## src/mso_pkg.sv

```systemverilog
`timescale 1ns / 1ps

package mso_pkg;

  // Default sizes of the oscillator.
  localparam int unsigned STACK_DEPTH_C     = 16;
  localparam int unsigned PHASE_FRAC_BITS_C = 24;
  localparam int unsigned EXP_TABLE_SIZE_C  = 256;

  // Phase step width and its reset value (pitch zero at the default sample rate).
  localparam int unsigned   STEP_W          = 25;
  localparam logic [24:0]   BASE_STEP_RST_C = 25'd5592;

  // Stream payload widths.
  localparam int unsigned IN_DATA_W  = 32;
  localparam int unsigned OUT_DATA_W = 16;

  // One octave in 1/4096 semitone units.
  localparam logic [19:0] OCT_UNITS_C = 20'd49152;

  // Width of a table entry: 2^(i/N) in Q1.16 stays below 2^17.
  localparam int unsigned ENTRY_W = 17;

  // ln 2 in Q32 for the table series.
  localparam logic [63:0] LN2_Q32_C = 64'd2977044472;

  // Reciprocals: floor(x/3) = (x*21846) >> 16 for x < 32768, and
  // floor(2^30/127) as a first guess of a division by 127.
  localparam logic [14:0] RECIP3_C   = 15'd21846;
  localparam logic [23:0] RECIP127_C = 24'd8454660;

  // Offset that makes the scaled sample numerator non-negative (127 * 2^15).
  localparam logic signed [23:0] SAMP_OFFS_C = 24'sd4161536;

  // Request kinds on the input stream, carried in tuser.
  typedef enum logic [1:0] {
    FUNC_TICK     = 2'd0,
    FUNC_NOTE_ON  = 2'd1,
    FUNC_NOTE_OFF = 2'd2,
    FUNC_WHEEL    = 2'd3
  } func_e;

  // What a request does once it reaches the end of the pitch pipeline.
  typedef enum logic [1:0] {
    KIND_TICK = 2'd0,
    KIND_STEP = 2'd1,
    KIND_ZERO = 2'd2
  } kind_e;

  // Exponent table entry round(2^(i/N) * 2^16) from x = floor(i * 2^32 / N),
  // evaluated as a power series of ln 2 * x in Q32.
  function automatic logic [ENTRY_W-1:0] exp_entry_f(input logic [63:0] x);
    logic [63:0] y;
    logic [63:0] term;
    logic [63:0] sum;
    y    = (x * LN2_Q32_C) >> 32;
    term = 64'd1 << 32;
    sum  = term;
    for (int k = 1; k <= 24; k++) begin
      term = ((term * y) >> 32) / 64'(k);
      sum  = sum + term;
    end
    return ENTRY_W'((sum + 64'd32768) >> 16);
  endfunction

endpackage

```

## src/mono_sawtooth_note_stack_osc_core.sv

```systemverilog
// Monophonic sawtooth oscillator with last-note priority. Requests arrive on the
// slave stream with the request kind in tuser (sample tick, note on, note off,
// pitch wheel); only a sample tick produces a result on the master stream. The
// block takes one request per clock, and tready drops only when the master side
// stalls long enough to fill the pipeline. Note, wheel and tick requests travel
// in order through one 6-stage pitch pipeline (octave split, table index,
// exponent table, base step multiply, shift and saturate), so a tick always sees
// the step set by every earlier note or wheel request; the sample scaling then
// takes two more stages. The note stack lives in a one-port-write, one-port-read
// RAM with the top entry held in a register; its read port always fetches the
// entry below the top, so a note off finds the new top without waiting. The
// stack is not cleared after reset and the block is ready in the first cycle.
// base_step may be written through cfg_we_i only while no request is in flight.
`timescale 1ns / 1ps

module mono_sawtooth_note_stack_osc_core
  import mso_pkg::*;
#(
  parameter int unsigned STACK_DEPTH     = STACK_DEPTH_C,
  parameter int unsigned PHASE_FRAC_BITS = PHASE_FRAC_BITS_C,
  parameter int unsigned EXP_TABLE_SIZE  = EXP_TABLE_SIZE_C
) (
  input  logic                  clk_i,
  input  logic                  rst_ni,
  // base_step register write
  input  logic                  cfg_we_i,
  input  logic [STEP_W-1:0]     cfg_wdata_i,
  // Request stream
  input  logic                  s_axis_tvalid_i,
  output logic                  s_axis_tready_o,
  input  logic [IN_DATA_W-1:0]  s_axis_tdata_i,   // note[6:0], velocity[13:7], wheel[27:14]
  input  logic [1:0]            s_axis_tuser_i,   // func[1:0]
  // Sample stream
  output logic                  m_axis_tvalid_o,
  input  logic                  m_axis_tready_i,
  output logic [OUT_DATA_W-1:0] m_axis_tdata_o    // sample[15:0]
);

  localparam int unsigned CntW     = $clog2(STACK_DEPTH + 1);
  localparam int unsigned AddrW    = (STACK_DEPTH > 1) ? $clog2(STACK_DEPTH) : 1;
  localparam int unsigned IdxW     = $clog2(EXP_TABLE_SIZE);
  localparam int unsigned RemW     = 16;
  localparam int unsigned TabProdW = RemW + $clog2(EXP_TABLE_SIZE + 1);
  localparam int unsigned XW       = $clog2(3 * EXP_TABLE_SIZE);
  localparam int unsigned IdxProdW = XW + 15;
  localparam int unsigned PhaseW   = PHASE_FRAC_BITS + 1;
  localparam int unsigned SumW     = ((PhaseW > STEP_W) ? PhaseW : STEP_W) + 1;
  localparam int unsigned SW       = PHASE_FRAC_BITS + 2;
  localparam int unsigned MW       = PHASE_FRAC_BITS + 12;
  localparam int unsigned ShR      = (PHASE_FRAC_BITS >= 15) ? PHASE_FRAC_BITS - 15 : 0;
  localparam int unsigned ShL      = (PHASE_FRAC_BITS < 15) ? 15 - PHASE_FRAC_BITS : 0;
  localparam int unsigned BaseProdW = STEP_W + ENTRY_W;
  localparam int unsigned ShiftW   = BaseProdW + 11;
  localparam int unsigned RawW     = ShiftW - 17;
  localparam int unsigned DivProdW = 47;

  // ---------------------------------------------------------------------------
  // Request fields
  // ---------------------------------------------------------------------------
  func_e              func;
  logic [6:0]         note;
  logic [6:0]         velocity;
  logic signed [13:0] wheel;

  assign func     = func_e'(s_axis_tuser_i);
  assign note     = s_axis_tdata_i[6:0];
  assign velocity = s_axis_tdata_i[13:7];
  assign wheel    = signed'(s_axis_tdata_i[27:14]);

  // ---------------------------------------------------------------------------
  // Exponent table: one octave, built at elaboration.
  // ---------------------------------------------------------------------------
  logic [ENTRY_W-1:0] exp_tab [EXP_TABLE_SIZE];

  for (genvar g = 0; g < EXP_TABLE_SIZE; g++) begin : g_tab
    localparam logic [63:0] TabX = (64'(g) << 32) / 64'(EXP_TABLE_SIZE);
    assign exp_tab[g] = exp_entry_f(TabX);
  end

  // ---------------------------------------------------------------------------
  // Pipeline flow control: a stage loads when it is empty or its content moves.
  // ---------------------------------------------------------------------------
  logic out_valid_q;
  logic v1_q, v2_q, v3_q, v4_q, v5_q, v6_q, v7_q, v8_q;
  logic en_out, en1, en2, en3, en4, en5, en6, en7, en8;
  logic in_acc;

  assign en_out = !out_valid_q || m_axis_tready_i;
  assign en8    = !v8_q || en_out;
  assign en7    = !v7_q || en8;
  assign en6    = !v6_q || en7;
  assign en5    = !v5_q || en6;
  assign en4    = !v4_q || en5;
  assign en3    = !v3_q || en4;
  assign en2    = !v2_q || en3;
  assign en1    = !v1_q || en2;

  assign s_axis_tready_o = en1;
  assign in_acc          = s_axis_tvalid_i && en1;

  // ---------------------------------------------------------------------------
  // Note stack and front state
  // ---------------------------------------------------------------------------
  logic [CntW-1:0]    cnt_q, cnt_d;
  logic [6:0]         top_q, top_d;
  logic signed [13:0] bend_q, bend_d;
  logic [6:0]         gain_q, gain_d;
  logic [STEP_W-1:0]  base_step_q;
  logic               full;
  logic               ram_we;
  logic [AddrW-1:0]   ram_waddr;
  logic [AddrW-1:0]   ram_raddr;
  logic [6:0]         below;
  logic [6:0]         pitch_top;
  logic               v1_d;
  kind_e              k1_d;
  logic [19:0]        q1_d;

  assign full      = (cnt_q == CntW'(STACK_DEPTH));
  assign ram_waddr = full ? AddrW'(STACK_DEPTH - 1) : AddrW'(cnt_q);
  // The read port always fetches the entry just below the next top. A push
  // writes at or above the new top, so a write never hits the entry read in
  // the same cycle and no forwarding is needed.
  assign ram_raddr = AddrW'(cnt_d - CntW'(2));

  mso_ram #(
    .WIDTH (7),
    .DEPTH (STACK_DEPTH)
  ) u_stack_ram (
    .clk_i   (clk_i),
    .we_i    (ram_we),
    .waddr_i (ram_waddr),
    .wdata_i (note),
    .raddr_i (ram_raddr),
    .rdata_o (below)
  );

  // Stack, bend and gain updates at acceptance; pick the pitch to evaluate.
  always_comb begin
    cnt_d     = cnt_q;
    top_d     = top_q;
    bend_d    = bend_q;
    gain_d    = gain_q;
    ram_we    = 1'b0;
    pitch_top = top_q;
    v1_d      = 1'b0;
    k1_d      = KIND_TICK;
    if (in_acc) begin
      unique case (func)
        FUNC_TICK: begin
          v1_d = 1'b1;
        end
        FUNC_NOTE_ON: begin
          ram_we    = 1'b1;
          top_d     = note;
          pitch_top = note;
          gain_d    = velocity;
          if (!full) begin
            cnt_d = cnt_q + CntW'(1);
          end
          v1_d = 1'b1;
          k1_d = KIND_STEP;
        end
        FUNC_NOTE_OFF: begin
          if (cnt_q != '0) begin
            cnt_d = cnt_q - CntW'(1);
            v1_d  = 1'b1;
            if (cnt_q == CntW'(1)) begin
              k1_d = KIND_ZERO;
            end else begin
              k1_d      = KIND_STEP;
              top_d     = below;
              pitch_top = below;
            end
          end
        end
        FUNC_WHEEL: begin
          bend_d = wheel;
          if (cnt_q != '0) begin
            v1_d = 1'b1;
            k1_d = KIND_STEP;
          end
        end
      endcase
    end
  end

  // Pitch in 1/4096 semitone plus one octave, always positive.
  assign q1_d = {1'b0, pitch_top, 12'd0} + {{6{bend_d[13]}}, bend_d} + OCT_UNITS_C;

  always_ff @(posedge clk_i or negedge rst_ni) begin
    if (!rst_ni) begin
      cnt_q       <= '0;
      bend_q      <= '0;
      gain_q      <= '0;
      base_step_q <= BASE_STEP_RST_C;
    end else begin
      cnt_q  <= cnt_d;
      bend_q <= bend_d;
      gain_q <= gain_d;
      if (cfg_we_i) begin
        base_step_q <= cfg_wdata_i;
      end
    end
  end

  always_ff @(posedge clk_i) begin
    top_q <= top_d;
  end

  // ---------------------------------------------------------------------------
  // Pitch pipeline payload
  // ---------------------------------------------------------------------------
  kind_e               k1_q, k2_q, k3_q, k4_q, k5_q, k6_q;
  logic [6:0]          g1_q, g2_q, g3_q, g4_q, g5_q, g6_q;
  logic [19:0]         q1_q;
  logic [3:0]          oct2_d, oct2_q, oct3_q, oct4_q, oct5_q, oct6_q;
  logic [RemW-1:0]     r2_d, r2_q;
  logic [XW-1:0]       x3_d, x3_q;
  logic [IdxW-1:0]     idx4_d, idx4_q;
  logic [ENTRY_W-1:0]  ent5_q;
  logic [BaseProdW-1:0] prod6_d, prod6_q;
  logic [20:0]         oct_prod;
  logic [5:0]          oct3x;
  logic [TabProdW-1:0] tab_prod;
  logic [IdxProdW-1:0] idx_prod;

  // Octave = floor(q / 49152) = floor((q >> 14) / 3); remainder inside the octave.
  assign oct_prod = 21'(q1_q[19:14]) * 21'(RECIP3_C);
  assign oct2_d   = oct_prod[19:16];
  assign oct3x    = 6'({oct2_d, 1'b0}) + 6'(oct2_d);
  assign r2_d     = RemW'(q1_q - {oct3x, 14'd0});

  // Table index = floor(r * N / 49152), done as >> 14 and then a divide by 3.
  assign tab_prod = TabProdW'(r2_q) * TabProdW'(EXP_TABLE_SIZE);
  assign x3_d     = XW'(tab_prod >> 14);
  assign idx_prod = IdxProdW'(x3_q) * IdxProdW'(RECIP3_C);
  assign idx4_d   = idx_prod[16 +: IdxW];

  assign prod6_d  = BaseProdW'(base_step_q) * BaseProdW'(ent5_q);

  always_ff @(posedge clk_i) begin
    if (en1) begin
      k1_q <= k1_d;
      g1_q <= gain_q;
      q1_q <= q1_d;
    end
    if (en2) begin
      k2_q   <= k1_q;
      g2_q   <= g1_q;
      oct2_q <= oct2_d;
      r2_q   <= r2_d;
    end
    if (en3) begin
      k3_q   <= k2_q;
      g3_q   <= g2_q;
      oct3_q <= oct2_q;
      x3_q   <= x3_d;
    end
    if (en4) begin
      k4_q   <= k3_q;
      g4_q   <= g3_q;
      oct4_q <= oct3_q;
      idx4_q <= idx4_d;
    end
    if (en5) begin
      k5_q   <= k4_q;
      g5_q   <= g4_q;
      oct5_q <= oct4_q;
      ent5_q <= exp_tab[idx4_q];
    end
    if (en6) begin
      k6_q    <= k5_q;
      g6_q    <= g5_q;
      oct6_q  <= oct5_q;
      prod6_q <= prod6_d;
    end
  end

  // ---------------------------------------------------------------------------
  // Apply stage: phase step update, and phase advance for ticks.
  // ---------------------------------------------------------------------------
  logic [PhaseW-1:0]     phase_q, phase_d;
  logic [STEP_W-1:0]     phase_step_q, phase_step_d;
  logic                  app_fire;
  logic [ShiftW-1:0]     step_shift;
  logic [RawW-1:0]       step_raw;
  logic [STEP_W-1:0]     step_sat;
  logic [SumW-1:0]       phase_sum;
  logic signed [SW-1:0]  saw;
  logic signed [MW-1:0]  saw_ext, gain_ext, m7_d, m7_q;
  logic                  v7_d;

  assign app_fire   = v6_q && en7;
  assign step_shift = ShiftW'(prod6_q) << oct6_q;
  assign step_raw   = step_shift[ShiftW-1:17];
  assign step_sat   = (step_raw[RawW-1:STEP_W] != '0) ? '1 : step_raw[STEP_W-1:0];
  assign phase_sum  = SumW'(phase_q) + SumW'(phase_step_q);

  // Sawtooth value 2*frac(phase) - 1 times the gain.
  assign saw      = signed'(SW'({phase_q[PHASE_FRAC_BITS-1:0], 1'b0}) -
                            (SW'(1) << PHASE_FRAC_BITS));
  assign saw_ext  = MW'(saw);
  assign gain_ext = MW'(signed'({1'b0, g6_q}));
  assign m7_d     = saw_ext * gain_ext;
  assign v7_d     = v6_q && (k6_q == KIND_TICK);

  always_comb begin
    phase_d      = phase_q;
    phase_step_d = phase_step_q;
    if (app_fire) begin
      unique case (k6_q)
        KIND_TICK: begin
          phase_d = (phase_sum > (SumW'(1) << PHASE_FRAC_BITS)) ? '0 : PhaseW'(phase_sum);
        end
        KIND_STEP: phase_step_d = step_sat;
        KIND_ZERO: phase_step_d = '0;
        default:   phase_step_d = phase_step_q;
      endcase
    end
  end

  always_ff @(posedge clk_i or negedge rst_ni) begin
    if (!rst_ni) begin
      phase_q      <= '0;
      phase_step_q <= '0;
    end else begin
      phase_q      <= phase_d;
      phase_step_q <= phase_step_d;
    end
  end

  // ---------------------------------------------------------------------------
  // Sample scaling: floor(m * 2^15 / (127 * 2^F)), divide by 127 through a
  // reciprocal guess and one correction step.
  // ---------------------------------------------------------------------------
  logic signed [23:0]    m_scaled;
  logic signed [23:0]    u_sum;
  logic [22:0]           u8_d, u8_q;
  logic [DivProdW-1:0]   prod8_d, prod8_q;
  logic [15:0]           quo0;
  logic [23:0]           rem;
  logic [15:0]           quo;
  logic [OUT_DATA_W-1:0] sample_q;

  assign m_scaled = 24'((m7_q <<< ShL) >>> ShR);
  assign u_sum    = m_scaled + SAMP_OFFS_C;
  assign u8_d     = 23'(u_sum);
  assign prod8_d  = DivProdW'(u8_d) * DivProdW'(RECIP127_C);

  assign quo0 = prod8_q[45:30];
  assign rem  = 24'(u8_q) - 24'({quo0, 7'd0}) + 24'(quo0);
  assign quo  = (rem >= 24'd127) ? quo0 + 16'd1 : quo0;

  always_ff @(posedge clk_i) begin
    if (en7) begin
      m7_q <= m7_d;
    end
    if (en8) begin
      u8_q    <= u8_d;
      prod8_q <= prod8_d;
    end
    if (en_out && v8_q) begin
      // Offset removal: quotient minus 2^15 flips the top bit.
      sample_q <= {~quo[15], quo[14:0]};
    end
  end

  // Stage valid bits.
  always_ff @(posedge clk_i or negedge rst_ni) begin
    if (!rst_ni) begin
      v1_q        <= 1'b0;
      v2_q        <= 1'b0;
      v3_q        <= 1'b0;
      v4_q        <= 1'b0;
      v5_q        <= 1'b0;
      v6_q        <= 1'b0;
      v7_q        <= 1'b0;
      v8_q        <= 1'b0;
      out_valid_q <= 1'b0;
    end else begin
      if (en1) v1_q <= v1_d;
      if (en2) v2_q <= v1_q;
      if (en3) v3_q <= v2_q;
      if (en4) v4_q <= v3_q;
      if (en5) v5_q <= v4_q;
      if (en6) v6_q <= v5_q;
      if (en7) v7_q <= v7_d;
      if (en8) v8_q <= v7_q;
      if (en_out) out_valid_q <= v8_q;
    end
  end

  assign m_axis_tvalid_o = out_valid_q;
  assign m_axis_tdata_o  = sample_q;

endmodule

```

## src/mso_ram.sv

```systemverilog
`timescale 1ns / 1ps

module mso_ram #(
  parameter int unsigned WIDTH = 8,
  parameter int unsigned DEPTH = 16,
  localparam int unsigned AddrW = (DEPTH > 1) ? $clog2(DEPTH) : 1
) (
  input  logic             clk_i,
  input  logic             we_i,
  input  logic [AddrW-1:0] waddr_i,
  input  logic [WIDTH-1:0] wdata_i,
  input  logic [AddrW-1:0] raddr_i,
  output logic [WIDTH-1:0] rdata_o
);

  logic [WIDTH-1:0] mem_q [DEPTH];
  logic [WIDTH-1:0] rdata_q;

  // One write port and one registered read port.
  always_ff @(posedge clk_i) begin
    if (we_i) begin
      mem_q[waddr_i] <= wdata_i;
    end
    rdata_q <= mem_q[raddr_i];
  end

  assign rdata_o = rdata_q;

endmodule

```

## config.mk

```make
export PLATFORM = sky130hd
export DESIGN_NAME = mono_sawtooth_note_stack_osc_core
export DESIGN_NICKNAME = d
export VERILOG_FILES = /design/src/mso_pkg.sv /design/src/mono_sawtooth_note_stack_osc_core.sv /design/src/mso_ram.sv
export SDC_FILE = /design/constraint.sdc
export NUM_CORES = 2
export LEC_CHECK = 0
export ABC_AREA = 1
export BUFFER_PORTS_ARGS = -buffer_cell sky130_fd_sc_hd__buf_2
export CAP_MARGIN = 20
export CORE_UTILIZATION = 35
export CTS_BUF_LIST = sky130_fd_sc_hd__clkbuf_16
export DETAILED_ROUTE_END_ITERATION = 8
export GPL_TIMING_DRIVEN = 1
export PLACE_DENSITY = 0.53
export SYNTH_ARGS = -nofsm -noshare
export SYNTH_HDL_FRONTEND = slang
export SYNTH_HIERARCHICAL = 1
export SYNTH_SLANG_ARGS = --single-unit
```

## constraint.sdc

```tcl
create_clock -name clk_i -period 6.35 [get_ports clk_i]
set_input_delay 0 -clock clk_i [delete_from_list [all_inputs] [get_ports clk_i]]
set_output_delay 0 -clock clk_i [all_outputs]
set_load 0.02 [all_outputs]
```

==> run_results.csv <==
group,metric,value,unit
finish,final_common_cell,"nand2_1",
global_route,grt_overflow,0,
floorplanning,rows,143,
worst_setup_path,slowest_stage,"dfstp_4",
cts,clock_path_buffers,3,
detailed_routing,antenna_left,0,
timing,final.setup.tns,0,ps
job,max-cap-violations,0,
worst_setup_path,cp-start-kind,"flop",
place,io_buffers,71,
timing,fin_crit_sh,96.4,%
cts,path_clk_slew,60,ps
timing,finalSetupViolCount,0,
detailed_routing,num_vias,43600,
logic_synthesis,async_flop_share,21.7,%
detailed_routing,drt-pass1-iter-count,7,
floorplanning,design.core.area,0.152,sq mm
logic_synthesis,synthesis.area,0.0537,sq mm
timing,holdWs,94.9,ps
timing,fmax,0.163,GHz
finish,antenna_cells,0,
worst_setup_path,path_cells,"buf_4 -> nand2_1 -> fa_1 -> inv_1 -> fa_1 -> fa_1 -> fa_1 -> fa_1 -> inv_1 -> fa_1 -> inv_1 -> ha_1 -> nand2_1 -> a21oi_1 -> nor2_1 -> o21bai_1 -> a211oi_1 -> nand3_1 -> xor2_1",
floorplanning,die_h,394,um
logic_synthesis,synth_compound_area_share,7.76,%
logic_synthesis,ys_types,69,
place,dp.final_hpwl,117000,um
logic_synthesis,synthXorXnorAreaFrac,2.35,%
timing,finClkSkew,60.9,ps
finish,final_cell_mix,"nand2_1, inv_1, fa_1",
timing,slew_headroom,27.7,%
logic_synthesis,synthAdderAreaFrac,31.0,%
timing,rsz0062_at_grt,"false",
cts,clkLatencyLatePin,690,ps
detailed_routing,drc,0,
floorplanning,initial_core_util,35.3,%
cts,cts_root_buf,"clkbuf_16",
finish,drive_gt1_share,5.63,%
timing,fin_crit,6120,ps
worst_setup_path,path_class,"reg2reg",
floorplanning,die_w,394,um
global_route,grt_max_degree,63,
worst_setup_path,cp-end-kind,"flop",
detailed_routing,drt_iter0_drc,2761,
cts,cts_tree,"built",
logic_synthesis,seq_area_frac_synth,25.6,%
logic_synthesis,ys_ff_latch,480,
finish,nets,7981,
logic_synthesis,yosysWarnings,6,
worst_setup_path,cp_slowest_stage_delay,690,ps
logic_synthesis,synthMuxAreaShare,0.489,%
logic_synthesis,synth_top_family_by_area,"adder cells",
place,routabilityCongestion,0.961,
timing,worst_slew_pin_slew,1080,ps
worst_setup_path,crit_fanout,7,
worst_setup_path,worstPathRequired,6740,ps
detailed_routing,wl,148000,um
floorplanning,pin_count,82,
worst_setup_path,arrival,6510,ps
cts,htree_levels,2,
global_route,grt_pass1_vias,43600,
cts,clock-sinks,480,
worst_setup_path,critPathMostFrequentCell,"fa_1",
status,status,"completed",
floorplanning,die_area,0.155,sq mm
global_route,grt_pass1_wl,238000,um
global_route,grtUsageTotal,19.0,%
timing,hold_viol,0,
logic_synthesis,synth_flop_cell,"edfxtp_1",
finish,area_growth,11.1,%
logic_synthesis,syn-num-nets,7892,
logic_synthesis,avgSynthCellArea,7.89,sq um
worst_hold_path,hp-class,"in2reg",
detailed_routing,wl_per_cell,16.5,um
cts,cts_buffers,59,
timing,finalMaxSlewViolations,0,
global_route,antenna_found_initial,0,
logic_synthesis,synth-simple-area-share,20.3,%
detailed_routing,routed_via_density,4.86,
logic_synthesis,synth_edf_count,362,
logic_synthesis,netlist_instances,6812,
[through the flow]
stage	instance area (sq um)	worst slack, ps	std cells	utilization, %
finish	59700	229	8981	39.3
global route	59700	2.88	8981	39.3
CTS	59400	132	8968	39.1
detailed placement	56500	117	8766	37.1
global placement	56500	135	8766	37.1
floorplan	53700	263	6812	-
[worst paths after layout]
path	startpoint	end	slack (ps)	cells past startpoint
min in group asynchronous	rst_ni	phase_q[2]	430	3
max in group asynchronous	rst_ni	bend_q[7]	4810	4
setup reg to reg	base_step_q[12]	prod6_q[41]	230	19
hold / removal	s_axis_tdata_i[12]	gain_q[5]	90	4
setup / recovery	base_step_q[12]	prod6_q[41]	230	19
hold reg to reg	oct5_q[0]	oct6_q[0]	360	0
[sequential cells by signal, indices dropped and copies added (netlist names), 23 cells and up]
register           count
base_step_q           25
m7_q                  23
phase_q               25
phase_step_q          25
prod6_q               40
u8_q                  23
u_stack_ram/mem_q    112
[cell usage after synthesis, types with 5 or more instances]
cell type,number,area [sq um]
o221ai_1,17,149
xnor2_1,40,350
xor2_1,104,911
a21oi_1,256,1280
buf_2,27,135
nor2_1,327,1230
nand3_1,360,1800
fa_1,527,10600
o21bai_1,17,128
o22ai_1,16,100
nand4_1,63,394
nor4_1,13,81.3
o21ai_0,252,1260
buf_4,10,75.1
o211ai_1,25,188
a22oi_1,9,67.6
inv_1,1483,5570
o21a_1,8,60.1
mux2i_1,6,60.1
a21o_1,19,143
ha_1,489,6120
o311ai_0,7,61.3
mux2_2,18,203
clkbuf_2,14,70.1
nor2_2,10,62.6
o21ai_1,10,50.1
dfrtp_1,97,2430
edfxtp_1,362,10900
nand2_1,1828,6860
dfxtp_1,14,280
a31oi_1,27,169
o31ai_1,8,60.1
a21boi_0,5,37.5
inv_2,7,26.3
nor3_1,37,185
a211oi_1,14,105
nand3b_1,11,82.6
buf_1,15,56.3
o2111ai_1,5,43.8
clkbuf_1,187,702
dfstp_2,7,184
[logic make-up after synthesis]
group,Yosys count
AND/OR/NAND/NOR,2674
buffers and inverters,1751
XOR/XNOR,144
adder cells (fa/ha/maj),1016
flip-flops,480
multiplexers,24
AO/OA/AOI/OAI,723
[layer usage]
metal / part of all wire [%] / vias to the layer above / global-route usage (%)
li1: - / 21400 / -
met1: 46 / 21100 / 26.1
met2: 48 / 937 / 32.0
met3: 3.9 / 194 / 1.60
met4: 2.5 / 0 / 5.04
met5: 0 / - / 0
[worst max-delay path, delay by kind of cell, from the launching register on]
family | cells | cell delay (ps)
AO/OA/AOI/OAI | 3 | 500
XOR/XNOR | 1 | 200
adder cells (fa/ha/maj) | 7 | 3520
buffers and inverters | 4 | 350
flip-flops | 1 | 690
AND/OR/NAND/NOR | 4 | 600
[cell type report]
type,count,area (sq um)
multi-input combinational,4581,33400
inverter,1494,5610
sequential,480,13800
clock buffer,59,1480
tap,2030,2540
clock inverter,52,556
fill,15800,92400
timing repair buffer,285,2380
[repair_timing]
action | in CTS | in global routing
gates resized for setup | 0 | 29
setup endpoints to repair | 0 | 12
buffers inserted | 0 | 13
hold buffers | 91 | 0
endpoints found under the hold margin | 226 | 0
Power is left out: the tool's default activity adds up to more than one toggle a clock period on the data nets, which glitch-free logic cannot reach.
